## src/rtl/rsrs_pkg.sv

```systemverilog
`timescale 1ns / 1ps
// ----------------------------------------------------------------------------
// rsrs_pkg
// Shared widths, constants and types of the RAID0 stripe request splitter.
// ----------------------------------------------------------------------------
package rsrs_pkg;

	// Field widths
	localparam int OFF_W      = 48;
	localparam int LEN_W      = 16;
	localparam int KIB_W      = 21;
	localparam int WID_W      = 8;
	localparam int WITHIN_W   = 30;
	localparam int STRIPE_W   = 31;
	localparam int KIB_SHIFT  = 10;
	localparam int QUO_W      = OFF_W - KIB_SHIFT;
	localparam int REM_W      = WITHIN_W - KIB_SHIFT;
	localparam int DIV_CNT_W  = $clog2(QUO_W);

	// Limits and reset values
	localparam logic [LEN_W-1:0] MAX_REQ_LEN   = 16'd64512;
	localparam logic [KIB_W-1:0] MAX_KIB       = 21'd1048576;
	localparam logic [KIB_W-1:0] RST_KIB       = 21'd128;
	localparam logic [WID_W-1:0] RST_WIDTH     = 8'd1;
	localparam logic             RST_RAID0     = 1'b1;

	// Configuration port
	localparam int CFG_IDX_W  = 2;
	localparam int CFG_DATA_W = KIB_W;
	localparam logic [CFG_IDX_W-1:0] CFG_STRIPE_SIZE_KIB = 2'd0;
	localparam logic [CFG_IDX_W-1:0] CFG_STRIPE_WIDTH    = 2'd1;
	localparam logic [CFG_IDX_W-1:0] CFG_POLICY_IS_RAID0 = 2'd2;

	typedef struct packed {
		logic [OFF_W-1:0] request_offset;
		logic [LEN_W-1:0] request_length;
	} request_t;

	typedef struct packed {
		logic [OFF_W-1:0]    object_id;
		logic [WITHIN_W-1:0] object_byte;
		logic [LEN_W-1:0]    piece_length;
		logic [WID_W-1:0]    target_index;
		logic [LEN_W-1:0]    bytes_done;
		logic                unsupported;
		logic                last_piece;
	} result_t;

	// Normalized configuration seen by the datapath
	typedef struct packed {
		logic [KIB_W-1:0] stripe_kib;
		logic [WID_W-1:0] width;
		logic             raid0;
	} cfg_t;

	typedef enum logic {
		CMD_SPLIT,
		CMD_UNSUP
	} cmd_kind_t;

	// Classified request queued between front and back
	typedef struct packed {
		cmd_kind_t        kind;
		logic [OFF_W-1:0] offset;
		logic [LEN_W-1:0] length;
	} cmd_t;

	typedef struct packed {
		logic             start;
		logic [QUO_W-1:0] dividend;
		logic [KIB_W-1:0] divisor;
		logic [WID_W-1:0] modulus;
	} div_req_t;

	typedef struct packed {
		logic             done;
		logic [QUO_W-1:0] quotient;
		logic [REM_W-1:0] remainder;
		logic [WID_W-1:0] residue;
	} div_rsp_t;

	typedef enum logic [1:0] {
		WALK_IDLE,
		WALK_DIV,
		WALK_EMIT
	} walk_state_t;

endpackage

```

## src/rtl/rsrs_front.sv

```systemverilog
`timescale 1ns / 1ps
// ----------------------------------------------------------------------------
// rsrs_front
// Accepts requests, drops zero-length ones, clamps the length to the limit
// and to the top of the address space, and tags the policy.
// ----------------------------------------------------------------------------
module rsrs_front #(
	parameter int OFFSET_BITS = 48
) (
	input  logic              request_valid,
	output logic              request_stall,
	input  rsrs_pkg::request_t request,
	input  rsrs_pkg::cfg_t    cfg,
	input  logic              queue_full,
	output logic              push,
	output rsrs_pkg::cmd_t    cmd
);

	localparam int OW = rsrs_pkg::OFF_W;
	localparam int LW = rsrs_pkg::LEN_W;
	localparam logic [OW-1:0] OFF_MASK =
		(OFFSET_BITS >= OW) ? {OW{1'b1}} : ((OW'(1) << OFFSET_BITS) - OW'(1));
	localparam bit CUT_TOP = (OFFSET_BITS <= OW);

	logic [OW-1:0] off;
	logic [OW-1:0] avail;
	logic [LW-1:0] len_sat;
	logic [LW-1:0] len_m1;
	logic          cut;

	// Clamp length and cut at the last address
	always_comb begin
		off     = request.request_offset & OFF_MASK;
		avail   = OFF_MASK - off;
		len_sat = (request.request_length > rsrs_pkg::MAX_REQ_LEN) ?
			rsrs_pkg::MAX_REQ_LEN : request.request_length;
		len_m1  = len_sat - LW'(1);
		cut     = CUT_TOP && ({{(OW-LW){1'b0}}, len_m1} > avail);

		cmd.kind   = cfg.raid0 ? rsrs_pkg::CMD_SPLIT : rsrs_pkg::CMD_UNSUP;
		cmd.offset = off;
		cmd.length = cut ? (avail[LW-1:0] + LW'(1)) : len_sat;
	end

	// Hold off while the queue is full; zero-length requests vanish here
	assign request_stall = queue_full;
	assign push          = request_valid && !queue_full && (request.request_length != '0);

endmodule

```

## src/rtl/rsrs_fifo.sv

```systemverilog
`timescale 1ns / 1ps
// ----------------------------------------------------------------------------
// rsrs_fifo
// Two-entry queue of classified requests between front and back.
// ----------------------------------------------------------------------------
module rsrs_fifo (
	input  logic           clk,
	input  logic           arst_n,
	input  logic           push,
	input  rsrs_pkg::cmd_t push_cmd,
	input  logic           pop,
	output logic           full,
	output logic           nonempty,
	output rsrs_pkg::cmd_t head
);

	rsrs_pkg::cmd_t entry_q [2];
	logic           wr_ptr_q;
	logic           rd_ptr_q;
	logic [1:0]     count_q;

	assign full     = (count_q == 2'd2);
	assign nonempty = (count_q != 2'd0);
	assign head     = entry_q[rd_ptr_q];

	// Store entries
	always_ff @(posedge clk) begin
		if (push) begin
			entry_q[wr_ptr_q] <= push_cmd;
		end
	end

	// Advance pointers and count
	always_ff @(posedge clk or negedge arst_n) begin
		if (!arst_n) begin
			wr_ptr_q <= 1'b0;
			rd_ptr_q <= 1'b0;
			count_q  <= 2'd0;
		end else begin
			if (push) begin
				wr_ptr_q <= ~wr_ptr_q;
			end
			if (pop) begin
				rd_ptr_q <= ~rd_ptr_q;
			end
			if (push && !pop) begin
				count_q <= count_q + 2'd1;
			end else if (pop && !push) begin
				count_q <= count_q - 2'd1;
			end
		end
	end

endmodule

```

## src/rtl/rsrs_div.sv

```systemverilog
`timescale 1ns / 1ps
// ----------------------------------------------------------------------------
// rsrs_div
// Bit-serial restoring divider: one quotient bit per cycle. The quotient
// bits, as they appear from the top, are also reduced modulo a second small
// divisor, so the target index comes out with the object number.
// ----------------------------------------------------------------------------
module rsrs_div (
	input  logic               clk,
	input  logic               arst_n,
	input  rsrs_pkg::div_req_t req,
	output rsrs_pkg::div_rsp_t rsp
);

	localparam int QW = rsrs_pkg::QUO_W;
	localparam int RW = rsrs_pkg::REM_W;
	localparam int KW = rsrs_pkg::KIB_W;
	localparam int WW = rsrs_pkg::WID_W;
	localparam int CW = rsrs_pkg::DIV_CNT_W;

	logic          busy_q;
	logic          done_q;
	logic [CW-1:0] cnt_q;
	logic [QW-1:0] dvd_q;
	logic [QW-1:0] quo_q;
	logic [RW-1:0] rem_q;
	logic [WW-1:0] res_q;
	logic [KW-1:0] dvs_q;
	logic [WW-1:0] modu_q;

	logic [KW-1:0] trial;
	logic          qbit;
	logic [RW-1:0] rem_d;
	logic [WW:0]   trial_m;
	logic [WW-1:0] res_d;

	// One restoring step, plus the running residue of the quotient
	always_comb begin
		trial   = {rem_q, dvd_q[QW-1]};
		qbit    = (trial >= dvs_q);
		rem_d   = qbit ? RW'(trial - dvs_q) : trial[RW-1:0];
		trial_m = {res_q, qbit};
		res_d   = (trial_m >= {1'b0, modu_q}) ? WW'(trial_m - {1'b0, modu_q}) :
			trial_m[WW-1:0];
	end

	// Control
	always_ff @(posedge clk or negedge arst_n) begin
		if (!arst_n) begin
			busy_q <= 1'b0;
			done_q <= 1'b0;
			cnt_q  <= '0;
		end else begin
			done_q <= 1'b0;
			if (req.start) begin
				busy_q <= 1'b1;
				cnt_q  <= CW'(QW - 1);
			end else if (busy_q) begin
				cnt_q <= cnt_q - CW'(1);
				if (cnt_q == '0) begin
					busy_q <= 1'b0;
					done_q <= 1'b1;
				end
			end
		end
	end

	// Datapath
	always_ff @(posedge clk) begin
		if (req.start) begin
			dvd_q  <= req.dividend;
			quo_q  <= '0;
			rem_q  <= '0;
			res_q  <= '0;
			dvs_q  <= req.divisor;
			modu_q <= req.modulus;
		end else if (busy_q) begin
			dvd_q <= {dvd_q[QW-2:0], 1'b0};
			quo_q <= {quo_q[QW-2:0], qbit};
			rem_q <= rem_d;
			res_q <= res_d;
		end
	end

	assign rsp.done      = done_q;
	assign rsp.quotient  = quo_q;
	assign rsp.remainder = rem_q;
	assign rsp.residue   = res_q;

endmodule

```

## src/rtl/rsrs_walk.sv

```systemverilog
`timescale 1ns / 1ps
// ----------------------------------------------------------------------------
// rsrs_walk
// Back end: takes a queued request, locates its first object through the
// divider, then walks it one piece per cycle into the result register while not stalled.
// ----------------------------------------------------------------------------
module rsrs_walk #(
	parameter int MAX_PIECES = 64
) (
	input  logic               clk,
	input  logic               arst_n,
	input  rsrs_pkg::cfg_t     cfg,
	input  logic               cmd_valid,
	input  rsrs_pkg::cmd_t     cmd,
	output logic               pop,
	output rsrs_pkg::div_req_t div_req,
	input  rsrs_pkg::div_rsp_t div_rsp,
	output logic               result_valid,
	input  logic               result_stall,
	output rsrs_pkg::result_t  result
);

	localparam int OW  = rsrs_pkg::OFF_W;
	localparam int LW  = rsrs_pkg::LEN_W;
	localparam int WTW = rsrs_pkg::WITHIN_W;
	localparam int SW  = rsrs_pkg::STRIPE_W;
	localparam int WW  = rsrs_pkg::WID_W;
	localparam int QW  = rsrs_pkg::QUO_W;
	localparam int KS  = rsrs_pkg::KIB_SHIFT;
	localparam int CNT_W = (MAX_PIECES > 1) ? $clog2(MAX_PIECES) : 1;

	rsrs_pkg::walk_state_t state_q, state_d;

	logic [OW-1:0]    obj_q;
	logic [WTW-1:0]   within_q;
	logic [WW-1:0]    tgt_q;
	logic [LW-1:0]    remain_q;
	logic [LW-1:0]    done_q;
	logic [CNT_W-1:0] cnt_q;
	logic [KS-1:0]    lo_q;
	logic             res_valid_q;
	rsrs_pkg::result_t res_q;

	logic          load_ok;
	logic          load_unsup;
	logic          start_split;
	logic          emit;
	logic [SW-1:0] stripe;
	logic [SW-1:0] room;
	logic          fits_all;
	logic [LW-1:0] piece;
	logic [LW-1:0] remain_d;
	logic [LW-1:0] done_d;
	logic          last;
	logic [WW:0]   tgt_inc;

	assign load_ok = !res_valid_q || !result_stall;
	assign stripe  = {cfg.stripe_kib, {KS{1'b0}}};

	// Next piece from the cursor
	always_comb begin
		room     = stripe - {1'b0, within_q};
		fits_all = ({{(SW-LW){1'b0}}, remain_q} < room);
		piece    = fits_all ? remain_q : room[LW-1:0];
		remain_d = remain_q - piece;
		done_d   = done_q + piece;
		last     = (remain_d == '0) || (cnt_q == CNT_W'(MAX_PIECES - 1));
		tgt_inc  = {1'b0, tgt_q} + (WW+1)'(1);
	end

	// Next state and handshakes
	always_comb begin
		state_d     = state_q;
		pop         = 1'b0;
		load_unsup  = 1'b0;
		start_split = 1'b0;
		emit        = 1'b0;
		case (state_q)
			rsrs_pkg::WALK_IDLE: begin
				if (cmd_valid) begin
					if (cmd.kind == rsrs_pkg::CMD_UNSUP) begin
						if (load_ok) begin
							pop        = 1'b1;
							load_unsup = 1'b1;
						end
					end else begin
						pop         = 1'b1;
						start_split = 1'b1;
						state_d     = rsrs_pkg::WALK_DIV;
					end
				end
			end
			rsrs_pkg::WALK_DIV: begin
				if (div_rsp.done) begin
					state_d = rsrs_pkg::WALK_EMIT;
				end
			end
			rsrs_pkg::WALK_EMIT: begin
				if (load_ok) begin
					emit = 1'b1;
					if (last) begin
						state_d = rsrs_pkg::WALK_IDLE;
					end
				end
			end
			default: begin
				state_d = rsrs_pkg::WALK_IDLE;
			end
		endcase
	end

	always_comb begin
		div_req.start    = start_split;
		div_req.dividend = cmd.offset[OW-1:KS];
		div_req.divisor  = cfg.stripe_kib;
		div_req.modulus  = cfg.width;
	end

	// State and result valid
	always_ff @(posedge clk or negedge arst_n) begin
		if (!arst_n) begin
			state_q     <= rsrs_pkg::WALK_IDLE;
			res_valid_q <= 1'b0;
		end else begin
			state_q <= state_d;
			if (load_unsup || emit) begin
				res_valid_q <= 1'b1;
			end else if (!result_stall) begin
				res_valid_q <= 1'b0;
			end
		end
	end

	// Cursor and result payload
	always_ff @(posedge clk) begin
		if (start_split) begin
			lo_q     <= cmd.offset[KS-1:0];
			remain_q <= cmd.length;
			done_q   <= '0;
			cnt_q    <= '0;
		end
		if (state_q == rsrs_pkg::WALK_DIV && div_rsp.done) begin
			obj_q    <= {{(OW-QW){1'b0}}, div_rsp.quotient};
			within_q <= {div_rsp.remainder, lo_q};
			tgt_q    <= div_rsp.residue;
		end
		if (emit) begin
			remain_q <= remain_d;
			done_q   <= done_d;
			cnt_q    <= cnt_q + CNT_W'(1);
			if (fits_all) begin
				within_q <= within_q + {{(WTW-LW){1'b0}}, piece};
			end else begin
				within_q <= '0;
				obj_q    <= obj_q + OW'(1);
				tgt_q    <= (tgt_inc == {1'b0, cfg.width}) ? '0 : tgt_inc[WW-1:0];
			end
			res_q.object_id     <= obj_q;
			res_q.object_byte   <= within_q;
			res_q.piece_length  <= piece;
			res_q.target_index  <= tgt_q;
			res_q.bytes_done    <= done_d;
			res_q.unsupported   <= 1'b0;
			res_q.last_piece    <= last;
		end else if (load_unsup) begin
			res_q.object_id     <= '0;
			res_q.object_byte   <= '0;
			res_q.piece_length  <= '0;
			res_q.target_index  <= '0;
			res_q.bytes_done    <= '0;
			res_q.unsupported   <= 1'b1;
			res_q.last_piece    <= 1'b1;
		end
	end

	assign result_valid = res_valid_q;
	assign result       = res_q;

endmodule

```

## src/rtl/raid0_stripe_request_splitter.sv

```systemverilog
`timescale 1ns / 1ps
// ----------------------------------------------------------------------------
// raid0_stripe_request_splitter
// Splits byte requests into stripe-sized pieces under RAID0 striping.
// ----------------------------------------------------------------------------
// Each request goes through setup in the back end (queue pop, a bit-serial
// divide of the offset by the stripe size, which also yields the target
// index, and the cursor load), then gives one piece per cycle while the
// result side is not stalled. A two-entry queue lets the input side take
// up to two more requests while one is being split. Zero-length requests
// are taken and give no result; under a non-RAID0 policy a request gives
// one result flagged unsupported.
// Configuration writes take effect at once and belong in idle periods only.
// ----------------------------------------------------------------------------
module raid0_stripe_request_splitter #(
	parameter int OFFSET_BITS = 48,
	parameter int MAX_PIECES  = 64
) (
	input  logic                                clk,
	input  logic                                arst_n,
	input  logic                                request_valid,
	output logic                                request_stall,
	input  rsrs_pkg::request_t                  request,
	output logic                                result_valid,
	input  logic                                result_stall,
	output rsrs_pkg::result_t                   result,
	input  logic                                cfg_we,
	input  logic [rsrs_pkg::CFG_IDX_W-1:0]      cfg_index,
	input  logic [rsrs_pkg::CFG_DATA_W-1:0]     cfg_data
);

	localparam int KW = rsrs_pkg::KIB_W;
	localparam int WW = rsrs_pkg::WID_W;

	logic [KW-1:0] stripe_size_kib_q;
	logic [WW-1:0] stripe_width_q;
	logic          policy_is_raid0_q;

	rsrs_pkg::cfg_t     cfg;
	rsrs_pkg::cmd_t     push_cmd;
	rsrs_pkg::cmd_t     head;
	rsrs_pkg::div_req_t div_req;
	rsrs_pkg::div_rsp_t div_rsp;
	logic               push;
	logic               pop;
	logic               full;
	logic               nonempty;

	// Configuration registers
	always_ff @(posedge clk or negedge arst_n) begin
		if (!arst_n) begin
			stripe_size_kib_q <= rsrs_pkg::RST_KIB;
			stripe_width_q    <= rsrs_pkg::RST_WIDTH;
			policy_is_raid0_q <= rsrs_pkg::RST_RAID0;
		end else if (cfg_we) begin
			case (cfg_index)
				rsrs_pkg::CFG_STRIPE_SIZE_KIB: stripe_size_kib_q <= cfg_data;
				rsrs_pkg::CFG_STRIPE_WIDTH:    stripe_width_q    <= cfg_data[WW-1:0];
				rsrs_pkg::CFG_POLICY_IS_RAID0: policy_is_raid0_q <= cfg_data[0];
				default: begin
				end
			endcase
		end
	end

	// Normalize stripe size and width
	always_comb begin
		if (stripe_size_kib_q == '0) begin
			cfg.stripe_kib = KW'(1);
		end else if (stripe_size_kib_q > rsrs_pkg::MAX_KIB) begin
			cfg.stripe_kib = rsrs_pkg::MAX_KIB;
		end else begin
			cfg.stripe_kib = stripe_size_kib_q;
		end
		cfg.width = (stripe_width_q == '0) ? WW'(1) : stripe_width_q;
		cfg.raid0 = policy_is_raid0_q;
	end

	rsrs_front #(
		.OFFSET_BITS (OFFSET_BITS)
	) u_front (
		.request_valid (request_valid),
		.request_stall (request_stall),
		.request       (request),
		.cfg           (cfg),
		.queue_full    (full),
		.push          (push),
		.cmd           (push_cmd)
	);

	rsrs_fifo u_fifo (
		.clk      (clk),
		.arst_n   (arst_n),
		.push     (push),
		.push_cmd (push_cmd),
		.pop      (pop),
		.full     (full),
		.nonempty (nonempty),
		.head     (head)
	);

	rsrs_div u_div (
		.clk    (clk),
		.arst_n (arst_n),
		.req    (div_req),
		.rsp    (div_rsp)
	);

	rsrs_walk #(
		.MAX_PIECES (MAX_PIECES)
	) u_walk (
		.clk          (clk),
		.arst_n       (arst_n),
		.cfg          (cfg),
		.cmd_valid    (nonempty),
		.cmd          (head),
		.pop          (pop),
		.div_req      (div_req),
		.div_rsp      (div_rsp),
		.result_valid (result_valid),
		.result_stall (result_stall),
		.result       (result)
	);

endmodule

```

## config.mk

```make
export PLATFORM = sky130hd
export DESIGN_NAME = raid0_stripe_request_splitter
export DESIGN_NICKNAME = d
export VERILOG_FILES = /design/src/rtl/rsrs_pkg.sv /design/src/rtl/rsrs_front.sv /design/src/rtl/rsrs_fifo.sv /design/src/rtl/rsrs_div.sv /design/src/rtl/rsrs_walk.sv /design/src/rtl/raid0_stripe_request_splitter.sv
export SDC_FILE = /design/constraint.sdc
export NUM_CORES = 1
export LEC_CHECK = 0
export BUFFER_PORTS_ARGS = -buffer_cell sky130_fd_sc_hd__buf_2
export CORE_MARGIN = 1
export CORE_UTILIZATION = 30
export CTS_CLUSTER_SIZE = 24
export DETAILED_ROUTE_END_ITERATION = 10
export GPL_TIMING_DRIVEN = 1
export PLACE_DENSITY = 0.49
export SYNTH_ARGS = -nofsm -noshare
export SYNTH_HDL_FRONTEND = slang
export SYNTH_SLANG_ARGS = --single-unit
```

## constraint.sdc

```tcl
create_clock -name clk -period 10.3 [get_ports clk]
set_input_delay 2.06 -clock clk [delete_from_list [all_inputs] [get_ports clk]]
set_output_delay 2.06 -clock clk [all_outputs]
set_load 0.1 [all_outputs]
```

---- Word level (Yosys, flattened, before mapping) ----
Memory sizes are Yosys's and may differ from the RTL's.
Index checks and enable logic that the tools add are counted.
word-level totals
  flip-flop bits (word level) ............. 432
  bits in writable memories ............... 130
  output and inout port bits .............. 122
  memories ................................ 1
cells by class
  add/sub/neg operators ................... 15
  $lt $le $gt $ge ......................... 6
  equal/unequal tests ..................... 13
  mux-type cells .......................... 60
  bitwise gates (word level) .............. 2
  reductions and logical operators ........ 30
memory list
  name            words  width  read ports  clocked after Yosys merged registers in  write ports  RTL line         source
  u_fifo.entry_q  2      65     1           0                                        1            rsrs_fifo.sv:17  rsrs_pkg::cmd_t entry_q [2];
operator list
  cell                                                             count
  120-bit two-way mux                                              2
  48-bit two-way mux                                               3
  16-bit two-way mux                                               7
  30-bit two-way mux                                               3
  38-bit two-way mux                                               2
  48-bit by 1-bit adder with 48-bit output, second input constant  1
  16-bit by 48-bit greater-than comparator with 1-bit output       1
  8-bit two-way mux                                                6
  48-bit subtractor, first input constant                          1
  21-bit two-way mux                                               2
  16-bit by 31-bit < comparator with 1-bit output                  1
  31-bit by 30-bit subtractor with 31-bit output                   1
  30-bit by 16-bit adder with 30-bit output                        1
  6-bit two-way mux                                                4
  1-bit two-way mux                                                22
  21-bit greater-or-equal comparator                               1
  21-bit greater-than comparator, second input constant            1
  21-bit zero test                                                 1
  20-bit two-way mux                                               1
  20-bit subtractor                                                1
  16-bit by 1-bit adder with 16-bit output, second input constant  1
  16-bit adder                                                     1
  16-bit greater-than comparator, second input constant            1
  16-bit zero test                                                 1
  28 further kinds                                                 60

---- Longest topological paths before layout ----
  depth after elaboration ................. 12
  mapped depth ............................ 39

---- By module ----
A second synthesis with hierarchy kept.
unflattened totals
  cells, all modules ...................... 2805
  area total of the unflattened synthesis .. 30496.7 um^2
by module, submodules not included
  module                         instances  cells an instance  area an instance (um^2)
  rsrs_walk                      1          1614               15511.1
  rsrs_div                       1          641                6924.1
  rsrs_fifo                      1          218                5041.1
  rsrs_front                     1          225                1642.8
  raid0_stripe_request_splitter  1          107                1377.6

---- Least setup slack after synthesis ----
Ideal clock, no wire load.
  kind .................................... register to register
  start ................................... reg stripe_size_kib_q[20]
  end ..................................... reg u_walk.state_q[1]
  setup time .............................. 0.120 ns
  arrival time ............................ 7.381 ns
  path slack .............................. 2.799 ns
  cell stages (with the launch flop) ...... 35
  buffers on the path ..................... 4
  path through ............................ dfrtp_1 -> clkbuf_1 -> clkbuf_1 -> nor2b_1 -> ha_1 -> and3_1 -> a21boi_1 -> nand2_1 -> nor2_1 -> xnor2_1 -> inv_1 -> ha_1 -> o221ai_1 -> a211oi_1 -> o211ai_1 -> a2111oi_0 -> nand4_1 -> buf_2 -> clkbuf_1 -> o21ai_0 -> ha_1 -> inv_1 -> fa_1 -> a21o_1 -> a21boi_0 -> o21ai_0 -> a2111oi_0 -> nor3_1 -> xor2_1 -> or4_1 -> nor3_1 -> nand4_1 -> a21oi_1 -> nand4_1 -> a31o_1
RTL lines
  element                   RTL line                             source
  start: declaration        raid0_stripe_request_splitter.sv:35  logic [KW-1:0] stripe_size_kib_q;
  start signal: assignment  raid0_stripe_request_splitter.sv:52  stripe_size_kib_q <= rsrs_pkg::RST_KIB;
  start signal: assignment  raid0_stripe_request_splitter.sv:57  rsrs_pkg::CFG_STRIPE_SIZE_KIB: stripe_size_kib_q <= cfg_data;
  end signal: assignment    rsrs_walk.sv:122                     state_q <= rsrs_pkg::WALK_IDLE;
  end signal: assignment    rsrs_walk.sv:125                     state_q <= state_d;
  end: declaration          rsrs_walk.sv:32                      rsrs_pkg::walk_state_t state_q, state_d;

==> metrics.md <==
| Metric | Value |
|---|---|
| CTS root buffer | `clkbuf_16` |
| Die Height | `slightly above 300 µm` |
| Final period utilization | `between 80% and 90%` |
| Async SR Flop Fraction | `between 8 and 9%` |
| Synth Area in XOR/XNOR | `under 10%` |
| Synth cell types | `85` |
| Commonest non-fill, non-tap cell in the layout | `edfxtp_1` |
| Max Freq | `about 110 MHz` |
| Cell Area, Synth | `~0.029 mm²` |
| Mux contribution to synthesized area | `5.76%` |
| Vias in the first global route | `about 20,000` |
| Setup_tns | `0 ns` |
| R2r startpoint | `stripe_size_kib_q[15]` |
| Core area | `approximately 0.095 mm²` |
| Crit end category | `register` |
| Reg2Reg Setup Slack | `about 1.4 ns` |
| Worst-Skew Late Latency | `0.64 ns` |
| Adder-cell area share of the yosys netlist | `under 10%` |
| Routed wire per std cell | `between 15 and 20 µm` |
| Max_cap viols | `0` |
| Port Buffers | `213` |
| Diode count | `0` |
| I/O pins | `around 210` |
| Setup Fix Bufs, Post-CTS | `0` |
| Hold_sp | `u_walk.obj_q[47]` |
| Register area share after synthesis | `a little over half` |
| Post-synth EDFFs | `between 300 and 400` |
| Hold endpoint | `u_walk.obj_q[47]` |
| Pin count of the biggest net entering global routing | `85` |
| Die Span X | `312 µm` |
| First-pass GRT wire length | `around 120,000 µm` |
| Final WL | `77,700 µm` |
| Worst-Margin Slew | `about 1.1 ns` |
| FF-to-FF End | `u_walk.state_q[1]` |
| Row count | `113` |
| Vias/cell | `a little under 5` |
| Compound-cell area share of the yosys netlist | `approximately 12%` |
| Initial Util | `30.3%` |
| Clock Sinks | `~560` |
| Post-Synth Simple-Gate Area | `between 10% and 20%` |
| Total gr overflow | `0` |
| Post-synth top flop | `edfxtp_1` |
| Worst setup SP type | `register` |
| Clk_skew | `~0.032 ns` |
| Hold depth | `1` |
| Synthesized area per cell | `10.7 µm²` |
| Final Max Tran Viols | `0` |
| Final Hold Fails | `0` |
| Hold Crit Class | `reg2reg` |
| Syn Nets | `about 2,900` |
| HPWL after DPL | `~56,000 µm` |
| Reg clk slew, reported paths | `roughly 0.060 ns` |
| Rel. slew slack | `approximately a quarter` |
| Area Growth Syn to Fin | `16.3%` |
| Outcome | `finished clean` |
| Slowest cell on crit path | `o21ai_0` |
| Hold WS | `about 0.48 ns` |
| Final Critical Period | `a little under 9 ns` |
| Max H-tree Level | `3` |
| Routed Antenna Nets | `0` |
| CP max FO | `6` |
| CTS tree | `built` |
| Total Nets Final | `roughly 3,100` |
| Router iterations before antenna repair | `6` |
| Crit Path Class | `reg2reg` |
| Hold_buf cts | `0` |
| Worst-case reg-to-reg path depth | `32` |
| Max stage delay on crit path | `about 0.58 ns` |
| Max Root-Sink Buffers | `3` |
| Post-CTS resize count | `0` |
| GRT Resource Usage Total | `roughly 16%` |
| RSZ-0062 raised after global routing | `false` |
| Synth Register Bits | `around 560` |
| Num CTS Buffers | `68` |
| Initial antenna violation count | `1` |
| Synthesized instance count | `between 2,000 and 3,000` |
| Layout cells sized above 1 | `about 15%` |
| Largest family of logic cells by synthesized area | `simple AND/OR/NAND/NOR gates` |
| Critical Path RT | `about 11 ns` |
| Highest-count cells in the layout ignoring fill and taps | `394 x edfxtp_1, 256 x nor2_1, 245 x nand2_1` |
| Routed vias | `between 20,000 and 25,000` |
| Final setup vio count | `0` |
| Die area | `between 0.09 and 0.1 mm²` |
| DRC Markers | `0` |
| WP data arrival | `roughly 9.4 ns` |
| GPL Wtd Cong | `between 0.9 and 1` |
| First DRT Iteration DRCs | `roughly 1,300` |
| Yosys Warn Count | `0` |
==> synth_stat cells, types with 8 or more instances <==
| cell type | instances | share of area [%] |
|---|---|---|
| nor2b_1 | 33 | 0.72 |
| nor3b_1 | 8 | 0.21 |
| and2_1 | 20 | 0.43 |
| a21oi_1 | 141 | 2.5 |
| or3_1 | 10 | 0.22 |
| nand3_1 | 55 | 0.96 |
| mux2_2 | 44 | 1.7 |
| nand2_1 | 249 | 3.2 |
| o31ai_1 | 23 | 0.60 |
| xnor2_1 | 83 | 2.5 |
| mux2i_1 | 116 | 4.0 |
| ha_1 | 133 | 5.8 |
| a211oi_1 | 32 | 0.84 |
| nor3_1 | 48 | 0.84 |
| a311oi_1 | 13 | 0.40 |
| and3_1 | 90 | 2.0 |
| a22o_1 | 9 | 0.27 |
| nor4_1 | 24 | 0.52 |
| or4_1 | 9 | 0.23 |
| a21o_1 | 26 | 0.68 |
| dfrtp_1 | 42 | 3.7 |
| buf_1 | 12 | 0.16 |
| edfxtp_1 | 394 | 41 |
| nand2b_1 | 16 | 0.35 |
| xor2_1 | 49 | 1.5 |
| nor2_1 | 257 | 3.4 |
| inv_1 | 120 | 1.6 |
| o21a_1 | 21 | 0.55 |
| o22ai_1 | 15 | 0.33 |
| o21ai_0 | 176 | 3.1 |
| clkbuf_1 | 97 | 1.3 |
| o211ai_1 | 11 | 0.29 |
| a31oi_1 | 21 | 0.46 |
| dfxtp_1 | 123 | 8.6 |
| nand4_1 | 33 | 0.72 |
==> worst max-delay path, delay by kind of cell, from the launching register on <==
kind	cells	cell delay (ns)
compound gates	13	3.56
xor+xnor	2	0.71
fa+ha+maj	4	1.25
buf+inv	1	0.05
flops	1	0.38
simple gates	12	2.80
==> flip-flops by register name, summed over array words and instances, names as in the netlist, 2 cells and up <==
signal,count
u_div.rem_q,20
u_div.dvd_q,38
u_walk.within_q,30
stripe_size_kib_q,21
u_walk.tgt_q,8
stripe_width_q,8
u_walk.state_q,2
u_div.dvs_q,21
u_walk.lo_q,10
u_div.cnt_q,6
u_div.modu_q,8
u_div.quo_q,38
u_walk.done_q,16
u_walk.remain_q,16
u_fifo.entry_q,130
u_walk.obj_q,48
u_walk.result,120
u_walk.cnt_q,6
u_div.res_q,8
u_fifo.count_q,2
==> metrics by stage <==
| stage | utilization [%] | std cells | setup slack, ns | cell area [µm²] |
|---|---|---|---|---|
| finish | 35.2 | 4192 | 1.43 | 33400 |
| global route | 35.2 | 4192 | 0.636 | 33400 |
| CTS | 35.2 | 4192 | 1.41 | 33400 |
| detailed placement | 32.8 | 4069 | 1.45 | 31200 |
| global placement | 32.8 | 4069 | 1.58 | 31200 |
| floorplan | - | 2687 | 2.80 | 28800 |
==> routing by layer <==
| metal | wire (µm) | up-vias | global-route usage (%) |
|---|---|---|---|
| met5 | 0 | - | 0 |
| met1 | 35600 | 9728 | 21.1 |
| met2 | 36500 | 434 | 26.2 |
| met4 | 1980 | 0 | 4.77 |
| met3 | 3550 | 116 | 3.01 |
| li1 | - | 10257 | - |
==> how the worst max path moves through the flow <==
stage                     cells after the start                   from  slack [ns]           endpoint
final                                        32  stripe_size_kib_q[15]        1.43  u_walk.state_q[1]
after global routing                         28  stripe_size_kib_q[15]        0.64  u_walk.state_q[1]
after CTS                                    34  stripe_size_kib_q[15]        1.41  u_walk.state_q[1]
after detailed placement                     34  stripe_size_kib_q[15]        1.45  u_walk.state_q[1]
after global placement                       32  stripe_size_kib_q[15]        1.58  u_walk.state_q[1]
after floorplan                              34  stripe_size_kib_q[20]        2.80  u_walk.state_q[1]
==> final cells by class <==
class,instances,area [µm²]
timing repair buffer,235,1230
sequential,562,15400
inverter,121,460
tap,1265,1580
clock inverter,34,389
multi-input combinational,1886,12500
fill,9598,61600
clock buffer,89,1870
==> logic make-up after synthesis <==
group	Yosys count
and+or+nand+nor	883
adders and majority gates	139
DFF	562
buffers and inverters	239
AOI/OAI and AO/OA	572
muxes	160
xor gates and xnor gates	132
Power is not shown: default switching activity piles up to over one toggle a cycle in this logic, so the estimate is an artifact.
